## src/bbr_pkg.sv

```systemverilog
package bbr_pkg;

  // buffer geometry
  localparam int unsigned MAX_BLOCK = 64;
  localparam int unsigned ADDR_W    = $clog2(MAX_BLOCK);
  localparam int unsigned CNT_W     = $clog2(MAX_BLOCK + 1);

  // register map
  localparam int unsigned PADDR_W   = 3;
  localparam logic        REG_BLOCK_SIZE    = 1'b0;
  localparam logic        REG_WHOLE_MESSAGE = 1'b1;

  localparam logic [6:0]  BLOCK_SIZE_RESET = 7'd8;
  localparam logic [7:0]  PAD_BYTE         = 8'h00;

  typedef enum logic [1:0] {
    ST_IDLE,
    ST_PAD,
    ST_REV
  } bbr_state_e;

endpackage

```

## src/block_byte_reverser_top.sv

```systemverilog
// a padded run starts in ST_PAD, else ST_REV redoes the stale read of the accept edge first
// throughput: one result per cycle while a run drains and out_ready_i stays high; input
//   is held off until the run ends, and bytes that start no run are accepted back to back
// reset (rst_ni low, async): block_size 8, whole_message 0, buffer empty, no drop seen,
//   output register empty; the byte memory itself is not cleared
module block_byte_reverser_top
  import bbr_pkg::*;
(
  input  logic               clk_i,
  input  logic               rst_ni,
  // apb-style configuration port
  input  logic               psel,
  input  logic               penable,
  input  logic               pwrite,
  input  logic [PADDR_W-1:0] paddr,
  input  logic [31:0]        pwdata,
  output logic [31:0]        prdata,
  output logic               pready,
  // input stream
  input  logic               in_valid_i,
  output logic               in_ready_o,
  input  logic [7:0]         in_byte_i,
  input  logic               message_last_i,
  // result stream
  output logic               out_valid_o,
  input  logic               out_ready_i,
  output logic [7:0]         out_byte_o,
  output logic               run_last_o,
  output logic               message_done_o,
  output logic               truncated_o
);

  // ------------------------------------------------------------------
  // configuration registers
  // ------------------------------------------------------------------
  logic [6:0] block_size_q;
  logic       whole_q;
  logic       cfg_wr;

  assign pready = 1'b1;
  assign cfg_wr = psel & penable & pwrite & pready;

  always_ff @(posedge clk_i or negedge rst_ni) begin
    if (!rst_ni) begin
      block_size_q <= BLOCK_SIZE_RESET;
      whole_q      <= 1'b0;
    end else if (cfg_wr) begin
      unique case (paddr[2])
        REG_BLOCK_SIZE: begin
          // sizes of zero or above MAX_BLOCK in pwdata[6:0] are ignored
          if (pwdata[6:0] != 7'd0 && pwdata[6:0] <= CNT_W'(MAX_BLOCK)) begin
            block_size_q <= pwdata[6:0];
          end
        end
        REG_WHOLE_MESSAGE: whole_q <= pwdata[0];
        default: ;
      endcase
    end
  end

  always_comb begin
    unique case (paddr[2])
      REG_BLOCK_SIZE:    prdata = {25'd0, block_size_q};
      REG_WHOLE_MESSAGE: prdata = {31'd0, whole_q};
      default:           prdata = '0;
    endcase
  end

  // ------------------------------------------------------------------
  // control state
  // ------------------------------------------------------------------
  bbr_state_e         state_q, state_d;
  logic [CNT_W-1:0]   fill_q, fill_d;       // bytes held in the memory
  logic               dropped_q, dropped_d; // a byte of this message was lost
  logic [CNT_W-1:0]   pad_q, pad_d;         // zero bytes still to send
  logic [CNT_W-1:0]   cnt_q, cnt_d;         // stored bytes still to send
  logic [ADDR_W-1:0]  idx_q, idx_d;         // memory entry of the next stored byte
  logic               last_q, last_d;       // run closes the message
  logic               trunc_q, trunc_d;     // run reports a truncation
  logic               rd_ok_q, rd_ok_d;     // rd_data_q holds entry idx_q

  logic               in_fire;
  logic               has_room;
  logic [CNT_W-1:0]   fill_inc;
  logic               drop_now;
  logic               emit_run;
  logic [CNT_W-1:0]   pad_amt;
  logic               out_free;
  logic               load_pad;
  logic               load_rev;

  // memory, one write and one read port, registered read data
  logic [7:0]         byte_store_q [MAX_BLOCK];
  logic [7:0]         rd_data_q;

  // output register
  logic               out_valid_q, out_valid_d;
  logic [7:0]         out_byte_q, out_byte_d;
  logic               run_last_q, run_last_d;
  logic               done_q, done_d;
  logic               out_trunc_q, out_trunc_d;

  assign in_ready_o = (state_q == ST_IDLE);
  assign in_fire    = in_valid_i & in_ready_o;
  assign out_free   = ~out_valid_q | out_ready_i;

  // effect of the incoming byte on the buffer
  assign has_room = (fill_q < CNT_W'(MAX_BLOCK));
  assign fill_inc = has_room ? fill_q + CNT_W'(1) : fill_q;
  assign drop_now = dropped_q | ~has_room;

  // does this transaction start a run, and with how much padding
  always_comb begin
    emit_run = 1'b0;
    pad_amt  = '0;
    if (whole_q) begin
      emit_run = message_last_i;
    end else if (fill_inc >= block_size_q) begin
      emit_run = 1'b1;
    end else if (message_last_i) begin
      emit_run = 1'b1;
      pad_amt  = block_size_q - fill_inc;
    end
  end

  // next state
  always_comb begin
    state_d = state_q;
    unique case (state_q)
      ST_IDLE: begin
        if (in_fire && emit_run) begin
          state_d = (pad_amt != '0) ? ST_PAD : ST_REV;
        end
      end
      ST_PAD: begin
        if (out_free && pad_q == CNT_W'(1)) begin
          state_d = ST_REV;
        end
      end
      ST_REV: begin
        if (out_free && rd_ok_q && cnt_q == CNT_W'(1)) begin
          state_d = ST_IDLE;
        end
      end
      default: state_d = ST_IDLE;
    endcase
  end

  // datapath and output register control
  always_comb begin
    fill_d      = fill_q;
    dropped_d   = dropped_q;
    pad_d       = pad_q;
    cnt_d       = cnt_q;
    idx_d       = idx_q;
    last_d      = last_q;
    trunc_d     = trunc_q;
    load_pad    = 1'b0;
    load_rev    = 1'b0;
    out_valid_d = out_valid_q & ~out_ready_i;
    out_byte_d  = out_byte_q;
    run_last_d  = run_last_q;
    done_d      = done_q;
    out_trunc_d = out_trunc_q;

    unique case (state_q)
      ST_IDLE: begin
        if (in_fire) begin
          pad_d   = pad_amt;
          cnt_d   = fill_inc;
          idx_d   = ADDR_W'(fill_inc - CNT_W'(1));
          last_d  = message_last_i;
          trunc_d = message_last_i & drop_now;
          if (message_last_i) begin
            fill_d    = '0;
            dropped_d = 1'b0;
          end else begin
            fill_d    = (emit_run && !whole_q) ? '0 : fill_inc;
            dropped_d = drop_now;
          end
        end
      end
      ST_PAD: begin
        load_pad = out_free;
      end
      ST_REV: begin
        load_rev = out_free & rd_ok_q;
      end
      default: ;
    endcase

    if (load_pad) begin
      pad_d       = pad_q - CNT_W'(1);
      out_valid_d = 1'b1;
      out_byte_d  = PAD_BYTE;
      run_last_d  = 1'b0;
      done_d      = 1'b0;
      out_trunc_d = trunc_q;
    end

    if (load_rev) begin
      cnt_d       = cnt_q - CNT_W'(1);
      idx_d       = idx_q - ADDR_W'(1);
      out_valid_d = 1'b1;
      out_byte_d  = rd_data_q;
      run_last_d  = (cnt_q == CNT_W'(1));
      done_d      = (cnt_q == CNT_W'(1)) & last_q;
      out_trunc_d = trunc_q;
    end
  end

  // the accept edge writes the entry that is read next, so the read
  // issued in that cycle is stale and gets thrown away
  assign rd_ok_d = ~in_fire;

  always_ff @(posedge clk_i or negedge rst_ni) begin
    if (!rst_ni) begin
      state_q     <= ST_IDLE;
      fill_q      <= '0;
      dropped_q   <= 1'b0;
      rd_ok_q     <= 1'b0;
      out_valid_q <= 1'b0;
    end else begin
      state_q     <= state_d;
      fill_q      <= fill_d;
      dropped_q   <= dropped_d;
      rd_ok_q     <= rd_ok_d;
      out_valid_q <= out_valid_d;
    end
  end

  always_ff @(posedge clk_i) begin
    pad_q       <= pad_d;
    cnt_q       <= cnt_d;
    idx_q       <= idx_d;
    last_q      <= last_d;
    trunc_q     <= trunc_d;
    out_byte_q  <= out_byte_d;
    run_last_q  <= run_last_d;
    done_q      <= done_d;
    out_trunc_q <= out_trunc_d;
  end

  // byte memory: write at the fill position, read ahead at the next index
  always_ff @(posedge clk_i) begin
    if (in_fire && has_room) begin
      byte_store_q[fill_q[ADDR_W-1:0]] <= in_byte_i;
    end
    rd_data_q <= byte_store_q[idx_d];
  end

  assign out_valid_o    = out_valid_q;
  assign out_byte_o     = out_byte_q;
  assign run_last_o     = run_last_q;
  assign message_done_o = done_q;
  assign truncated_o    = out_trunc_q;

  // ------------------------------------------------------------------
  // assertions
  // ------------------------------------------------------------------
  a_fill_bound: assert property (@(posedge clk_i) disable iff (!rst_ni)
    fill_q <= CNT_W'(MAX_BLOCK))
    else $error("fill count beyond buffer depth");

  a_rev_nonempty: assert property (@(posedge clk_i) disable iff (!rst_ni)
    state_q == ST_REV |-> cnt_q != '0)
    else $error("reverse run with nothing left to send");

  a_done_closes_run: assert property (@(posedge clk_i) disable iff (!rst_ni)
    out_valid_o && message_done_o |-> run_last_o)
    else $error("message end not on a run end");

  a_msg_end_clears: assert property (@(posedge clk_i) disable iff (!rst_ni)
    in_fire && message_last_i |=> fill_q == '0 && !dropped_q)
    else $error("buffer state not cleared at message end");

  a_run_last_leaves_rev: assert property (@(posedge clk_i) disable iff (!rst_ni)
    load_rev && cnt_q == CNT_W'(1) |=> state_q == ST_IDLE)
    else $error("sequencer did not return to idle after run");

endmodule
```

## config.mk

```make
export PLATFORM = sky130hd
export DESIGN_NAME = block_byte_reverser_top
export DESIGN_NICKNAME = d
export VERILOG_FILES = /design/src/bbr_pkg.sv /design/src/block_byte_reverser_top.sv
export SDC_FILE = /design/constraint.sdc
export NUM_CORES = 1
export LEC_CHECK = 0
export BUFFER_PORTS_ARGS = -buffer_cell sky130_fd_sc_hd__buf_2
export CAP_MARGIN = 10
export CORE_MARGIN = 4
export CORE_UTILIZATION = 50
export DETAILED_ROUTE_END_ITERATION = 10
export GPL_TIMING_DRIVEN = 0
export PLACE_DENSITY = 0.65
export SETUP_SLACK_MARGIN = 0.3
export SLEW_MARGIN = 0
export SYNTH_ARGS = -nofsm -noshare
export SYNTH_HDL_FRONTEND = slang
export SYNTH_SLANG_ARGS = --single-unit
```

## constraint.sdc

```tcl
create_clock -name clk_i -period 5 [get_ports clk_i]
set_input_delay 1 -clock clk_i [delete_from_list [all_inputs] [get_ports clk_i]]
set_output_delay 1 -clock clk_i [all_outputs]
set_load 0.01 [all_outputs]
```

# After elaboration in Yosys (flattened, before gate mapping)
# Memory sizes are Yosys's and may differ from the RTL's. A register that Yosys moved wholly into a read port is not among the register bits.
# Index checks and enable logic that the tools add are counted.
# word_totals
register_bits,53
mem_bits_rw,512
input_bits,51
out_inout_bits,46
word_cells,107
memories,1
# op_classes
addsub,6
n_lt_le_gt_ge,3
eq_ne,7
n_mux,38
bitwise,14
n_reduce_logical,22
# mem_list
name,words,word_bits,rd,rd_ports_with_merged_regs,write_ports,line,rtl
byte_store_q,64,8,1,1,1,block_byte_reverser_top.sv:93,logic [7:0] byte_store_q [MAX_BLOCK];
# ops
cell,n
$mux W7,12
$pmux W32 S2,1
$mux W6,3
$mux W8,2
$mux W1,15
$eq A7 B1 Y1 const B,2
$reduce_bool A7 Y1,2
$sub A7 B1 Y7 const B,2
$sub A6 B1 Y6 const B,2
$reduce_bool A2 Y1,5
$mux W2,4
$reduce_and A2 Y1,4
$add A7 B1 Y7 const B,1
$and A1 B1 Y1,7
$ge A7 B7 Y1,1
$le A7 B7 Y1 const B,1
$logic_and A1 B1 Y1,7
$lt A7 B7 Y1 const B,1
$sub A7 B7 Y7,1
$pmux W2 S3,1
$reduce_and A3 Y1,2
$not A1 Y1,5
$ne A2 B2 Y1 const B,2
$eq A2 B1 Y1 const B,1
other kinds (5),6

# Longest topological paths before layout
# logic_depth
word_depth,10
depth_mapped,18
depth_no_buf,12

# Least setup slack after synthesis
# OpenSTA, ideal clock, no wires.
# synth_timing
path_type,register to register
start,register fill_q[0]
end,register state_q[0]
t_arrival_ps,3711
required_time_ps,4880
setup_slack_ps,1169
path_stages_with_launch,14
path_buffers,2
path_cell_list,dfrtp_1 -> xor2_1 -> inv_2 -> buf_2 -> clkbuf_1 -> ha_1 -> fa_1 -> inv_1 -> maj3_2 -> maj3_2 -> xor2_1 -> or4_1 -> o31a_1 -> a31o_1
# synth_via
elab_chain_len,10
elab_cells_between_ends,17
classes_between,add/sub (2); order compare (2); eq/ne (1); mux (9); reduce/logical (3)
# synth_rtl
item,line,rtl
start: declaration,block_byte_reverser_top.sv:73,"logic [CNT_W-1:0] fill_q, fill_d;"
start signal: assignment,block_byte_reverser_top.sv:225,fill_q <= fill_d;
$add A7 B1 Y7 / $lt A7 B7 Y1 (equally long branches),"block_byte_reverser_top.sv:109, block_byte_reverser_top.sv:108",
$mux W7 (*),block_byte_reverser_top.sv:109,assign fill_inc = has_room ? fill_q + CNT_W'(1) : fill_q;
$sub A7 B7 Y7,block_byte_reverser_top.sv:122,pad_amt = block_size_q - fill_inc;
$mux W7,block_byte_reverser_top.sv:120,end else if (message_last_i) begin
$mux W7,block_byte_reverser_top.sv:118,end else if (fill_inc >= block_size_q) begin
$mux W7,block_byte_reverser_top.sv:116,if (whole_q) begin
$reduce_bool A7 Y1,block_byte_reverser_top.sv:132,state_d = (pad_amt != '0) ? ST_PAD : ST_REV;
$mux W2,block_byte_reverser_top.sv:132,
$mux W2,block_byte_reverser_top.sv:131,if (in_fire && emit_run) begin
$pmux W2 S3,block_byte_reverser_top.sv:129,unique case (state_q)
end signal: assignment,block_byte_reverser_top.sv:224,state_q <= state_d;
end: declaration,block_byte_reverser_top.sv:72,"bbr_state_e state_q, state_d;"
# Every way passes the cells marked *; elsewhere a longest branch is shown, timed or not. The select of a mux whose other input is x is not followed.
# A chain may end at the register's enable or synchronous reset.

# Worst setup path after layout
# layout_timing
start,register fill_q[6]
end,register rd_data_q[5] (read register of byte_store_q)
# layout_via
elab_chain_len,6
# layout_rtl
item,line,rtl
$lt A7 B7 Y1,block_byte_reverser_top.sv:108,assign has_room = (fill_q < CNT_W'(MAX_BLOCK));
$mux W7,block_byte_reverser_top.sv:109,
$sub A6 B1 Y6,block_byte_reverser_top.sv:171,idx_d = ADDR_W'(fill_inc - CNT_W'(1));
$mux W6,block_byte_reverser_top.sv:168,if (in_fire) begin
$mux W6,block_byte_reverser_top.sv:166,unique case (state_q)
$mux W6,block_byte_reverser_top.sv:201,if (load_rev) begin
end: declaration,block_byte_reverser_top.sv:94,logic [7:0] rd_data_q;
# Every way passes these cells.

==> results.md <==
- The run finished with clean final reports.
- After floorplanning, the core was divided into between 80 and 90 placement rows.
- The number of cells produced by synthesis is around 1900.
- Of the synthesized area, sequential elements account for 0.684.
- The slowest cell on the critical path is sky130_fd_sc_hd__mux2i_2.
- The number of global-route vias before repair was roughly 16000.
- Across the run, the number of max-cap violations was 0.
- The worst-case headroom to the max-slew limit is 0.279.
- The filler cells instantiated in the layout total between 4000 and 5000.
- Summing all multi-input logic gate instances after layout gives roughly 0.0070 sq mm.
- The area enclosed by the die boundary is ~0.053 sq mm.
- IR analysis of the VDD net gives a maximum drop of roughly 0.37 mV.
- The clock root buffer is sky130_fd_sc_hd__clkbuf_16.
- The number of antenna violations at the first check in global routing was 0.
- The total clock sinks is 573.
- The path class of the tightest hold or removal check is primary input to async pin.
- Once layout is done, the placed cells without fillers occupy ~0.028 sq mm.
- In this run the power density over the cells is 655 mW/mm^2.
- During I/O placement, the number of pins put on the boundary was 97.
- The actual transition at the worst max-transition pin is between 1000 and 1500 ps.
- The number of synthesized flops with an enable pin is between 500 and 600.
- Grouping stages by cell kind, the critical path spends the most delay in buffers and inverters.
- Derived from the worst setup path, the maximum achievable clock frequency is 0.221 GHz.
- For this run, the total global-route usage over all layers was measured as 0.249.
- The number of buffers inserted during clock tree synthesis is between 50 and 60.
- The setup total negative slack is 0 ps.
- The deepest level of the CTS H-tree is 2.
- The routed layout has 16700 vias.
- For the worst flop-to-flop path, the logic depth is 15.
- The count of yosys warnings during synthesis is 0.
- The clock latency of the later-clocked register in the worst-skew pair is roughly 620 ps.
- The number of nets in the layout is around 2100.
- The count of nets left with antenna violations after detail routing is 0.
- The flop and latch count out of synthesis is roughly 570.
- The top cell types in the final layout, fill and taps aside, are sky130_fd_sc_hd__edfxtp_1, sky130_fd_sc_hd__nand2_1, sky130_fd_sc_hd__nand3_1.
- The startpoint type of the worst setup path is a register.
- The die extent in x is 231 um.
- TritonCTS built the clock tree.
- In this run the standard cell core region covers roughly 0.049 sq mm.
- The y dimension of the die is approximately 230 um.
- Summed over all layers, the global routing overflow is 0.
- The post-CTS setup-driven buffer insertion count is 0.
- The data arrival time of the critical path is 5000 ps.
- In the routed layout, each cell is associated on average with a via count of between 6 and 7.
- After detailed routing, the number of remaining DRC violations is 0.
- 0 antenna diodes ended up in the layout.
- The most used flip-flop cell after synthesis is sky130_fd_sc_hd__edfxtp_1.
- The placed instance area is 0.0261 sq mm.
- Across the whole layout, storage elements account for 0.0170 sq mm.
- Hold repair after CTS inserted 0 buffers.
- After synthesis, the share of flip-flops with an asynchronous set or reset is 0.0349.
- The worst-path maximum fanout is 10.
- Summed over all layers, the routed wires come to slightly below 70 mm.
- The largest single stage delay on the critical path is 510 ps.
- The initial standard-cell utilization of the core is 0.507.
- Yosys mapped the design onto 80 distinct sky130hd cell types.
- The data required time at the worst endpoint is approximately 5500 ps.
- In this run the cell area of the synthesized design comes to 0.0248 sq mm.
- The maximum root-to-sink buffer count is 3.
- The total iterations of the first detailed-routing run is 5.
- The clock arrives with 23.8 ps of skew.
- The signal on the critical path passes through clkbuf_1 -> mux2i_2 -> ha_1 -> xnor3_1 -> o211ai_4 -> inv_2 -> buf_2 -> buf_2 -> buf_1 -> nand2_1 -> nand3_1 -> nand3_1 -> nand4_1 -> nand4_1 -> o31ai_1.
- The fraction of final layout cells sized beyond drive strength 1 is 0.126.
- The worst path in the final design needs a cycle of ~4500 ps, including I/O delays and setup.
- The analysis attributes to cell leakage a power of just under 10 nW.
- Setup repair after global routing left no endpoint under its margin.
- After clock tree synthesis, the clock-pin slew on the worst setup and hold paths is around 60 ps.
- The global-route wire length before repair is 99.7 mm.
- The library cell used most frequently in the layout, excluding fill and tap cells, is sky130_fd_sc_hd__edfxtp_1.
- The final count of hold timing violations is 0.
- The type of the setup path with the least slack is register to register.
- Summed over all nets, the half-perimeter wirelength after detailed placement is about 46 mm.
- The worst setup path is captured at a register.
- In this run, the number of DRC markers left after iteration 0 of detailed routing was about 2100.
- Setup violations remaining at the end of the flow were counted as 0.
- The number of max-slew violations in the final report was 0.
- The share of the clock period used by the worst path after layout is 0.906.
- Entering global routing, the biggest net connects between 60 and 70 pins.
- The growth of design area from synthesis to finish is 12.4%.
- Routability-driven placement finished with a final weighted congestion of between 0.9 and 1.
- The number of buffers inserted by port buffering is 42.
- Each instance of the synthesized netlist takes up on average between 10 and 15 sq um.
- The number of buffers and inverters on the critical path is 5.
- The average wire per cell in the routed design is 24.3 um.
- The number of cells on the critical path is 15.
-- path summary, 6_finish.rpt --
| kind | startpoint | endpoint | slack [ps] |
|---|---|---|---|
| setup / recovery | fill_q[6] | rd_data_q[5] | 470 |
| hold / removal | rst_ni | block_size_q[0] | 370 |
| setup reg to reg | fill_q[6] | rd_data_q[5] | 470 |
| hold reg to reg | trunc_q | truncated_o | 480 |
| max in group asynchronous | rst_ni | block_size_q[3] | 4270 |
| min in group clk_i | trunc_q | truncated_o | 480 |
-- worst reg2reg max path, stage by stage (launching register included) --
cell and delay [ps]:
sky130_fd_sc_hd__dfrtp_1 430, sky130_fd_sc_hd__clkbuf_1 400, sky130_fd_sc_hd__mux2i_2 510, sky130_fd_sc_hd__ha_1 280, sky130_fd_sc_hd__xnor3_1 360, sky130_fd_sc_hd__o211ai_4 390
sky130_fd_sc_hd__inv_2 210, sky130_fd_sc_hd__buf_2 250, sky130_fd_sc_hd__buf_2 230, sky130_fd_sc_hd__buf_1 240, sky130_fd_sc_hd__nand2_1 130, sky130_fd_sc_hd__nand3_1 100
sky130_fd_sc_hd__nand3_1 110, sky130_fd_sc_hd__nand4_1 250, sky130_fd_sc_hd__nand4_1 360, sky130_fd_sc_hd__o31ai_1 160
-- synthesized netlist by cell type (all sizes together), types with 26 or more instances --
library cell | number | share of area
edfxtp | 539 | 0.65
nand4 | 33 | 0.0083
buf | 93 | 0.023
a21oi | 55 | 0.011
clkbuf | 58 | 0.0088
o21ai | 26 | 0.0059
mux2i | 61 | 0.025
nor2 | 119 | 0.018
nand3 | 141 | 0.028
a31oi | 74 | 0.019
inv | 26 | 0.0040
a221oi | 50 | 0.018
and3 | 56 | 0.014
nand2 | 325 | 0.049
-- final cells by class --
type                            count  area share
Sequential cell                   573       0.609
Multi-Input combinational cell   1203       0.252
Clock buffer                       79      0.0556
Tap cell                          664      0.0298
Buffer                            151      0.0288
Timing Repair Buffer               48      0.0119
Clock inverter                     28     0.00938
Inverter                           27     0.00390
-- cell families (layout without fill, tap and decap cells) --
logic type               Yosys count  count (layout)  share of synthesized area
AND/OR/NAND/NOR                  744             744                      0.137
multiplexers                      80              80                     0.0332
AO/OA/AOI/OAI                    307             307                     0.0888
adder cells (fa/ha/maj)           16              16                    0.00812
other                              2              26                   0.000303
XOR/XNOR                          30              30                     0.0121
buffers and inverters            178             333                     0.0364
flip-flops                       573             573                      0.684
-- registers in the layout (all words and copies together) (netlist names), 2 cells and up --
| signal | flops |
|---|---|
| cnt_q | 7 |
| rd_data_q | 8 |
| pad_q | 7 |
| state_q | 2 |
| fill_q | 7 |
| byte_store_q | 512 |
| idx_q | 6 |
| out_byte_o | 8 |
| block_size_q | 7 |
-- per-layer routing --
layer  vias to the layer above  GRT usage  wire length (um)
li1                       7521          -                 -
met1                      8163      0.360             28300
met2                       831      0.378             30000
met3                       142     0.0443              6210
met4                         0      0.101              2820
met5                         -          0                 0
-- timing repair --
item	in CTS	in global routing
endpoints found under the setup margin	7	7
gates resized for setup	4	10
pin swaps	0	0
cloned	0	0
-- power breakdown --
group | switching [mW] | internal [mW]
clock network | 1.78 | 2.41
logic | 5.86 | 2.58
registers | 0.120 | 5.52
-- metrics by stage --
step / hold slack, ps / total power [mW] / util / std cells / setup slack, ps
2_1_floorplan: 400 / 11.0 / - / 1954 / 1170
3_3_place_gp: 472 / 13.8 / 0.530 / 2660 / 103
3_5_place_dp: 476 / 13.9 / 0.532 / 2666 / 6.87
4_1_cts: 349 / 18.1 / 0.569 / 2773 / 395
5_1_grt: 380 / 19.1 / 0.570 / 2773 / 329
6_report: 366 / 18.3 / 0.570 / 2773 / 470
Note: power is estimated with default switching activity, not from simulation.
